===== src/sv/aeo_pkg.sv =====
package aeo_pkg;

    localparam int ANGLE_BITS = 14;
    localparam int LOW_BITS   = ANGLE_BITS - 8;
    localparam logic [15:0] LOW_MASK = 16'((32'd1 << LOW_BITS) - 32'd1);

    localparam int TICK_W     = 32;
    localparam int CIRC_W     = 24;
    localparam int ELAPSED_W  = 16;
    localparam int PROD_W     = TICK_W + CIRC_W;
    localparam int DMAG_W     = PROD_W - ANGLE_BITS;
    localparam int DIST_W     = DMAG_W + 1;
    localparam int DIST_OUT_W = 48;
    localparam int DIV_BITS   = DIST_W;
    localparam int DIV_CNT_W  = $clog2(DIV_BITS);

    localparam int SPEED_W = 25;
    localparam logic [SPEED_W-1:0] SPEED_MAX_CODE = {1'b0, {(SPEED_W-1){1'b1}}};
    localparam logic [SPEED_W-1:0] SPEED_MIN_CODE = {1'b1, {(SPEED_W-1){1'b0}}};
    localparam logic [DIV_BITS-1:0] SPEED_POS_LIMIT =
        {{(DIV_BITS-SPEED_W+1){1'b0}}, {(SPEED_W-1){1'b1}}};
    localparam logic [DIV_BITS-1:0] SPEED_NEG_LIMIT =
        {{(DIV_BITS-SPEED_W){1'b0}}, 1'b1, {(SPEED_W-1){1'b0}}};

    localparam int CFG_INDEX_W = 1;
    localparam int CFG_DATA_W  = CIRC_W;
    localparam logic [CFG_INDEX_W-1:0] REG_CIRCUMFERENCE = 1'd0;
    localparam logic [CFG_INDEX_W-1:0] REG_REVERSE       = 1'd1;

    localparam logic [CIRC_W-1:0] CIRC_RESET = 24'd1595930;

endpackage


===== src/sv/aeo_divider.sv =====
module aeo_divider
(
    input  logic                                 clk,
    input  logic                                 rst_n,
    input  logic                                 start,
    input  logic [aeo_pkg::DIV_BITS-1:0]         dividend,
    input  logic [aeo_pkg::ELAPSED_W-1:0]        divisor,
    output logic                                 done,
    output logic [aeo_pkg::DIV_BITS-1:0]         quotient
);

    logic                                 busy_reg;
    logic                                 done_reg;
    logic [aeo_pkg::DIV_CNT_W-1:0]        cnt_reg;
    logic [aeo_pkg::DIV_BITS-1:0]         shift_reg;
    logic [aeo_pkg::ELAPSED_W-1:0]        rem_reg;
    logic [aeo_pkg::ELAPSED_W-1:0]        divisor_reg;

    logic [aeo_pkg::ELAPSED_W:0]          rem_shift;
    logic [aeo_pkg::ELAPSED_W+1:0]        trial;
    logic                                 fits;

    // One restoring step: bring down the next dividend bit, try the subtract.
    assign rem_shift = {rem_reg, shift_reg[aeo_pkg::DIV_BITS-1]};
    assign trial     = {1'b0, rem_shift} - {2'b00, divisor_reg};
    assign fits      = !trial[aeo_pkg::ELAPSED_W+1];

    always_ff @(posedge clk or negedge rst_n)
    begin
        if (!rst_n)
        begin
            busy_reg    <= 1'b0;
            done_reg    <= 1'b0;
            cnt_reg     <= '0;
            shift_reg   <= '0;
            rem_reg     <= '0;
            divisor_reg <= '0;
        end
        else
        begin
            done_reg <= 1'b0;
            if (start)
            begin
                busy_reg    <= 1'b1;
                cnt_reg     <= '0;
                shift_reg   <= dividend;
                rem_reg     <= '0;
                divisor_reg <= divisor;
            end
            else if (busy_reg)
            begin
                rem_reg   <= fits ? trial[aeo_pkg::ELAPSED_W-1:0]
                                  : rem_shift[aeo_pkg::ELAPSED_W-1:0];
                shift_reg <= {shift_reg[aeo_pkg::DIV_BITS-2:0], fits};
                cnt_reg   <= cnt_reg + 1'b1;
                if (cnt_reg == aeo_pkg::DIV_CNT_W'(aeo_pkg::DIV_BITS - 1))
                begin
                    busy_reg <= 1'b0;
                    done_reg <= 1'b1;
                end
            end
        end
    end

    assign done     = done_reg;
    assign quotient = shift_reg;

endmodule


===== src/sv/absolute_encoder_odometer.sv =====
// A sample passes S_MUL, S_DIST and S_DELTA; one that needs a speed divide then goes
// through S_START, S_DIV and S_SAT, the 43-step divider running in S_DIV; the priming
// sample or a zero elapsed time skips these. One sample is in flight at a time.
// in_stall is high from accept until the result is loaded into the output register.
// Reset (rst_n low, asynchronous) clears the state and loads the default config.
module absolute_encoder_odometer
(
    input  logic                                     clk,
    input  logic                                     rst_n,

    input  logic                                     cfg_we,
    input  logic [aeo_pkg::CFG_INDEX_W-1:0]          cfg_index,
    input  logic [aeo_pkg::CFG_DATA_W-1:0]           cfg_data,

    input  logic                                     in_valid,
    output logic                                     in_stall,
    input  logic [7:0]                               angle_high,
    input  logic [7:0]                               angle_low,
    input  logic [aeo_pkg::ELAPSED_W-1:0]            elapsed_ms,

    output logic                                     out_valid,
    input  logic                                     out_stall,
    output logic [aeo_pkg::ANGLE_BITS-1:0]           angle,
    output logic signed [aeo_pkg::ANGLE_BITS-1:0]    movement,
    output logic signed [aeo_pkg::TICK_W-1:0]        position_ticks,
    output logic signed [aeo_pkg::DIST_OUT_W-1:0]    distance_um,
    output logic signed [aeo_pkg::SPEED_W-1:0]       speed_mm_per_s,
    output logic                                     divide_fault
);

    typedef enum logic [2:0] {
        S_IDLE,
        S_MUL,
        S_DIST,
        S_DELTA,
        S_START,
        S_DIV,
        S_SAT,
        S_DONE
    } state_t;

    state_t                                state_reg;

    logic [aeo_pkg::CIRC_W-1:0]            circ_reg;
    logic                                  rev_reg;

    logic                                  primed_reg;
    logic [aeo_pkg::ANGLE_BITS-1:0]        last_angle_reg;
    logic [aeo_pkg::TICK_W-1:0]            tick_reg;
    logic [aeo_pkg::DIST_W-1:0]            prev_reg;

    logic                                  first_reg;
    logic [aeo_pkg::ANGLE_BITS-1:0]        angle_reg;
    logic [aeo_pkg::ANGLE_BITS-1:0]        move_reg;
    logic [aeo_pkg::ELAPSED_W-1:0]         ms_reg;
    logic [aeo_pkg::PROD_W-1:0]            prod_reg;
    logic                                  neg_reg;
    logic [aeo_pkg::DIST_W-1:0]            dist_reg;
    logic [aeo_pkg::DIST_W:0]              delta_reg;
    logic [aeo_pkg::SPEED_W-1:0]           speed_reg;
    logic                                  fault_reg;

    logic                                  out_valid_reg;
    logic [aeo_pkg::ANGLE_BITS-1:0]        out_angle_reg;
    logic [aeo_pkg::ANGLE_BITS-1:0]        out_move_reg;
    logic [aeo_pkg::TICK_W-1:0]            out_tick_reg;
    logic [aeo_pkg::DIST_W-1:0]            out_dist_reg;
    logic [aeo_pkg::SPEED_W-1:0]           out_speed_reg;
    logic                                  out_fault_reg;

    logic [15:0]                           angle_wide;
    logic [aeo_pkg::ANGLE_BITS-1:0]        angle_new;
    logic [aeo_pkg::ANGLE_BITS-1:0]        angle_diff;
    logic [aeo_pkg::TICK_W-1:0]            tick_mag;
    logic [aeo_pkg::DIST_W-1:0]            dist_pos;
    logic [aeo_pkg::DIST_W-1:0]            dist_val;
    logic [aeo_pkg::DIST_W:0]              delta_val;
    logic [aeo_pkg::DIST_W:0]              delta_abs;
    logic [aeo_pkg::DIV_BITS-1:0]          quotient;
    logic [aeo_pkg::SPEED_W-1:0]           q_low;
    logic [aeo_pkg::SPEED_W-1:0]           speed_val;
    logic                                  div_start;
    logic                                  div_done;
    logic                                  in_take;
    logic                                  out_free;

    assign in_take  = in_valid && (state_reg == S_IDLE);
    assign out_free = !out_valid_reg || !out_stall;

    assign angle_wide = (16'(angle_high) << aeo_pkg::LOW_BITS)
                      | (16'(angle_low) & aeo_pkg::LOW_MASK);
    assign angle_new  = angle_wide[aeo_pkg::ANGLE_BITS-1:0];
    // Modular difference; its top bit set reads as a backward move, half a turn included.
    assign angle_diff = angle_new - last_angle_reg;

    // Multiply magnitudes so the shift truncates toward zero; sign goes back after.
    assign tick_mag = tick_reg[aeo_pkg::TICK_W-1] ? ('0 - tick_reg) : tick_reg;
    assign dist_pos = {1'b0, prod_reg[aeo_pkg::PROD_W-1:aeo_pkg::ANGLE_BITS]};
    assign dist_val = neg_reg ? ('0 - dist_pos) : dist_pos;

    assign delta_val = {dist_reg[aeo_pkg::DIST_W-1], dist_reg}
                     - {prev_reg[aeo_pkg::DIST_W-1], prev_reg};
    assign delta_abs = delta_reg[aeo_pkg::DIST_W] ? ('0 - delta_reg) : delta_reg;

    assign div_start = (state_reg == S_START);

    aeo_divider u_divider
    (
        .clk      (clk),
        .rst_n    (rst_n),
        .start    (div_start),
        .dividend (delta_abs[aeo_pkg::DIV_BITS-1:0]),
        .divisor  (ms_reg),
        .done     (div_done),
        .quotient (quotient)
    );

    // Clamp the quotient magnitude, then apply the sign of the distance change.
    assign q_low = quotient[aeo_pkg::SPEED_W-1:0];
    always_comb
    begin
        if (delta_reg[aeo_pkg::DIST_W])
        begin
            speed_val = (quotient > aeo_pkg::SPEED_NEG_LIMIT) ? aeo_pkg::SPEED_MIN_CODE
                                                              : ('0 - q_low);
        end
        else
        begin
            speed_val = (quotient > aeo_pkg::SPEED_POS_LIMIT) ? aeo_pkg::SPEED_MAX_CODE
                                                              : q_low;
        end
    end

    always_ff @(posedge clk or negedge rst_n)
    begin
        if (!rst_n)
        begin
            state_reg      <= S_IDLE;
            circ_reg       <= aeo_pkg::CIRC_RESET;
            rev_reg        <= 1'b1;
            primed_reg     <= 1'b0;
            last_angle_reg <= '0;
            tick_reg       <= '0;
            prev_reg       <= '0;
            first_reg      <= 1'b0;
            angle_reg      <= '0;
            move_reg       <= '0;
            ms_reg         <= '0;
            prod_reg       <= '0;
            neg_reg        <= 1'b0;
            dist_reg       <= '0;
            delta_reg      <= '0;
            speed_reg      <= '0;
            fault_reg      <= 1'b0;
            out_valid_reg  <= 1'b0;
            out_angle_reg  <= '0;
            out_move_reg   <= '0;
            out_tick_reg   <= '0;
            out_dist_reg   <= '0;
            out_speed_reg  <= '0;
            out_fault_reg  <= 1'b0;
        end
        else
        begin
            if (cfg_we)
            begin
                unique case (cfg_index)
                    aeo_pkg::REG_CIRCUMFERENCE: circ_reg <= cfg_data[aeo_pkg::CIRC_W-1:0];
                    aeo_pkg::REG_REVERSE:       rev_reg  <= cfg_data[0];
                    default:                    ;
                endcase
            end

            // Drop the taken word unless a new one loads in the same cycle.
            if (out_valid_reg && !out_stall && (state_reg != S_DONE))
            begin
                out_valid_reg <= 1'b0;
            end

            unique case (state_reg)
                S_IDLE:
                begin
                    if (in_take)
                    begin
                        angle_reg      <= angle_new;
                        ms_reg         <= elapsed_ms;
                        first_reg      <= !primed_reg;
                        primed_reg     <= 1'b1;
                        last_angle_reg <= angle_new;
                        if (primed_reg)
                        begin
                            move_reg <= angle_diff;
                            tick_reg <= tick_reg
                                      + aeo_pkg::TICK_W'(signed'(angle_diff));
                        end
                        else
                        begin
                            move_reg <= '0;
                        end
                        state_reg <= S_MUL;
                    end
                end
                S_MUL:
                begin
                    prod_reg  <= aeo_pkg::PROD_W'(tick_mag) * aeo_pkg::PROD_W'(circ_reg);
                    neg_reg   <= tick_reg[aeo_pkg::TICK_W-1] ^ rev_reg;
                    state_reg <= S_DIST;
                end
                S_DIST:
                begin
                    dist_reg  <= dist_val;
                    state_reg <= S_DELTA;
                end
                S_DELTA:
                begin
                    delta_reg <= delta_val;
                    prev_reg  <= dist_reg;
                    // Priming sample and zero elapsed time skip the divide.
                    if (first_reg || (ms_reg == '0))
                    begin
                        speed_reg <= '0;
                        fault_reg <= !first_reg;
                        state_reg <= S_DONE;
                    end
                    else
                    begin
                        fault_reg <= 1'b0;
                        state_reg <= S_START;
                    end
                end
                S_START:
                begin
                    state_reg <= S_DIV;
                end
                S_DIV:
                begin
                    if (div_done)
                    begin
                        state_reg <= S_SAT;
                    end
                end
                S_SAT:
                begin
                    speed_reg <= speed_val;
                    state_reg <= S_DONE;
                end
                S_DONE:
                begin
                    // Hold the word until the output register frees up.
                    if (out_free)
                    begin
                        out_valid_reg <= 1'b1;
                        out_angle_reg <= angle_reg;
                        out_move_reg  <= move_reg;
                        out_tick_reg  <= tick_reg;
                        out_dist_reg  <= dist_reg;
                        out_speed_reg <= speed_reg;
                        out_fault_reg <= fault_reg;
                        state_reg     <= S_IDLE;
                    end
                end
                default:
                begin
                    state_reg <= S_IDLE;
                end
            endcase
        end
    end

    assign in_stall       = (state_reg != S_IDLE);
    assign out_valid      = out_valid_reg;
    assign angle          = out_angle_reg;
    assign movement       = signed'(out_move_reg);
    assign position_ticks = signed'(out_tick_reg);
    assign distance_um    = aeo_pkg::DIST_OUT_W'(signed'(out_dist_reg));
    assign speed_mm_per_s = signed'(out_speed_reg);
    assign divide_fault   = out_fault_reg;

endmodule


===== config.mk =====
export PLATFORM = sky130hd
export DESIGN_NAME = absolute_encoder_odometer
export DESIGN_NICKNAME = d
export VERILOG_FILES = /design/src/sv/aeo_pkg.sv /design/src/sv/aeo_divider.sv /design/src/sv/absolute_encoder_odometer.sv
export SDC_FILE = /design/constraint.sdc
export NUM_CORES = 2
export LEC_CHECK = 0
export ABC_CLOCK_PERIOD_IN_PS = 9200
export BUFFER_PORTS_ARGS = -buffer_cell sky130_fd_sc_hd__buf_2
export CELL_PAD_IN_SITES_DETAIL_PLACEMENT = 0
export CELL_PAD_IN_SITES_GLOBAL_PLACEMENT = 1
export CORE_MARGIN = 3
export CORE_UTILIZATION = 35
export DETAILED_ROUTE_END_ITERATION = 7
export PLACE_DENSITY_LB_ADDON = 0.1
export SLEW_MARGIN = 30
export SYNTH_ARGS = -nofsm -noshare
export SYNTH_HDL_FRONTEND = slang
export SYNTH_SLANG_ARGS = --single-unit

===== constraint.sdc =====
create_clock -name clk -period 9.2 [get_ports clk]
set_input_delay 0.46 -clock clk [delete_from_list [all_inputs] [get_ports clk]]
set_output_delay 0.46 -clock clk [all_outputs]
set_load 0.005 [all_outputs]

==> flow_results.org <==
** Logic synthesis
- Yosys attributes the largest share of cell area to fa_1, dfrtp_1, ha_1, nand2_1, inv_1.
- Yosys mapped a number of flops with a built-in enable equal to 0.
- Area of the mapped netlist :: 51,620 um2
- After synthesis, the largest area contributor takes up 25.63% of total cell area.
- Number of nets in the synthesized netlist :: 6,563
- Fraction of the yosys area taken by sequential cells :: 25.13%
- The largest total area in the synthesized netlist belongs to fa_1.
- Top_reg_cell synth :: dfrtp_1
- Synthesis produced 5,552 cells.
- Post-Syn Area per Cell :: 9.298 um2
- The synthesized netlist contains 84 unique library cells.
- In this run, synthesis produced a sequential element count of 518.
- Yosys Warn Count :: 0
- Share of async-settable or async-resettable flops after synthesis :: 100.0%

** Clock tree
- Clock-pin slew was measured on the worst setup and hold paths at 0.06 ns.
- TritonCTS created 70 clock buffers.
- Clock latency reported for the late side of the worst-skew pair :: 0.67 ns
- TritonCTS built the clock tree.
- Counting along the longest clock path gives a buffer depth of 3.
- Clock root cell :: clkbuf_16
- Clock Sink Count :: 518
- The H-tree generated during clock tree synthesis spans 3 levels.

** Final layout
- Net count of the finished layout :: 6,848
- Cells with a size suffix above 1 make up 15.77% of the layout.
- Final instance area :: 60,020 um2
- Max FFs per register :: 44
- Excluding fillers, the count of instances in the completed layout stands at 7,811.
- Count of filler cells inserted in the layout :: 14,700
- Compared with the post-synthesis result, the final layout area differs by 16.26%.

** Worst setup path
- In this design, the largest share of critical-path delay is due to adder cells.
- On the worst path, the slowest cell contributes a delay of 0.58 ns.
- Worst path slowest cell :: or4_4
- Along the worst path, the maximum fanout reaches 4.
- Counting both buffers and inverters, the worst setup path holds a total of 7.
- For the worst flop-to-flop path, the logic depth is 33.
- Depth of the critical timing path with buffers and inverters included :: 33
- Critical Path Start Type :: register
- Worst Path Class, Setup :: reg -> reg
- Crit path capture type :: register
- Data on the critical path is required at its endpoint by 9.70 ns.
- Data arrival at the endpoint of the critical path :: 9.44 ns
- Most frequent CP cell :: fa_1

** Die
- Die height :: 390.1 um
- In this run the horizontal extent of the chip is 390.1 um.
- Initial cell density of the core :: 35.34%
- Die area :: 152,100 um2
- I/O Pins :: 198
- The floorplan has 140 rows.
- After floorplanning, the core was sized to cover 146,100 um2.

** Global route
- Total routing resource utilization after global routing :: 20.48%
- The via count of the first global-routing pass is 40,500.
- The initial antenna violation count was 5.
- The first global-routing pass estimated 241.8 mm of wire.
- Maximum number of pins on one net before global-route repair :: 130
- Global routing finished with a remaining overflow of 0.

** Place
- After legalization and detailed placement, the total HPWL measured 121.6 mm.
- Cells after DPL :: 7,616
- Number of port buffers :: 195
- Before CTS, the worst setup slack after placement is -0.2273 ns.
- Placed standard-cell area :: 56,190 um2
- Routability-driven placement finished with a final weighted congestion of 0.8372.

** Timing
- The number of pins with negative max-slew slack in the final report came to 0.
- Final hold violation count :: 0
- Setup TNS :: 0 ns
- Worst setup slack after layout :: 0.2576 ns
- For the final database, setup skew stands at 0.02854 ns.
- Headroom to the max-slew limit came out at 34.81%.
- Transition time at the pin with the least slew margin :: 0.9778 ns
- Fmax achieved :: 111.8 MHz
- The smallest clock period supported by the final layout is computed as 8.942 ns.
- Setup violations remaining at the end of the flow were counted as 0.
- Setup repair after global routing missed its margin :: true
- In the finished design, the share of the clock period the worst path needs comes to 97.20%.

** Route
- The first routing iteration left 1,623 violations.
- DRC violations left :: 0
- Summing over every cut layer, the via total after detailed routing is 37,950.
- Wire length after detailed routing :: 152.7 mm
- Antenna Nets Post-Route :: 0
- The pre-antenna-repair detailed-routing pass consisted of 5 iterations.
- Per-cell routed wire length :: 19.54 um
- In the routed layout, each cell is associated on average with a via count of 4.859.

** Run status
- Run status :: finished, final reports clean

** Worst hold path
- Counting instances, the worst hold path has a depth of 3.
- Classification of the worst-slack hold path :: in -> reg

** Job
- Max Cap Viol :: 0
[tightest hold or removal path, stage by stage]
cell     delay, ns
buf_2         0.10
nand2_1       0.05
o21ai_0       0.06
[final timing paths]
check | startpoint | endpoint | slack, ns
max reg2reg | tick_reg[6] | prod_reg[55] | 0.26
max in group asynchronous | rst_n | circ_reg[4] | 6.69
max | tick_reg[6] | prod_reg[55] | 0.26
min | angle_high[5] | angle_reg[11] | 0.06
min reg2reg | speed_reg[0] | speed_reg[0] | 0.47
min in group asynchronous | rst_n | speed_mm_per_s[8] | 0.40
[through the flow]
step / utilization (%) / hold slack, ns
floorplan: - / 0.1644
global placement: 38.44 / 0.4508
detailed placement: 38.46 / 0.4612
CTS: 40.61 / 0.00003381
global route: 41.08 / 0.02414
finish: 41.08 / 0.06110
[routing by layer]
layer,global-route usage (%),share of wire (%),vias up
met1,27.19,45,19050
met3,2.952,3.5,154
li1,-,-,18240
met2,35.13,49,509
met5,0,0,-
met4,5.094,2.3,0
[final cells by class]
class	instances	area [um2]	area share, %
antenna	2	5.005	0.008339
inverter	830	3115	5.191
tap	1917	2399	3.996
timing repair buffer	496	3702	6.169
clock buffer	97	1993	3.321
multi-input combinational	3921	35350	58.91
sequential	518	12990	21.64
clock inverter	30	461.7	0.7693
[Yosys cell counts (18+ instances only)]
library cell and number:
or3_1 23, a22o_1 33, xor2_1 108, o21a_1 18
and2_1 367, or4_1 21, o21bai_1 22, nor2_1 118
nor2b_1 19, nor4_1 19, o21ai_0 369, nand4_1 28
ha_1 288, xnor2_1 149, clkbuf_1 262, inv_1 830
nand3_1 41, a21oi_1 162, mux2i_1 51, nand2_1 883
a21o_1 76, nor3_1 47, fa_1 661, o31ai_1 49
nand2b_1 26, mux2_2 156, dfrtp_1 508
[layout by cell type, fill, tap and decap left out, drive strengths merged, types with 13 or more instances in the layout]
master,synthesis,routed
nor4,20,20
inv,830,834
nor2,120,120
and2,367,367
nand2b,27,27
o21bai,22,22
or4,27,27
clkinv,0,16
dfrtp,508,508
a211oi,17,17
mux2i,51,51
xnor2,149,150
nand4,28,28
nand2,885,885
fa,661,661
o21a,18,18
nor3,47,47
clkbuf,262,97
a21oi,162,162
o21ai,373,373
nand3,41,41
ha,288,288
nor2b,19,19
xor2,108,108
mux2,156,156
buf,22,445
or3,27,27
dlygate4sd3,0,51
and3,13,13
o41ai,16,16
a22o,33,33
a21o,76,76
o31ai,52,52
[kinds of logic after synthesis]
kind of cell	count (synthesis)	share of synthesized area, %
AO/OA/AOI/OAI	856	10.15
XOR/XNOR	257	4.360
adder cells (fa/ha/maj)	949	32.61
buffers and inverters	1114	8.153
flip-flops	518	25.13
multiplexers	207	4.392
AND/OR/NAND/NOR	1651	15.19
[repair_timing]
item | 4_1_cts | 5_1_grt
endpoints found under the setup margin | 12 | 24
hold endpoints to repair | 138 | 0
resized for setup | 25 | 135
pin swaps | 3 | 124
buffers inserted | 1 | 14
cloned | 1 | 0
hold buffers | 51 | 0
Power is left out: the tool's default activity adds up to more than one toggle a clock period on the data nets, which glitch-free logic cannot reach.
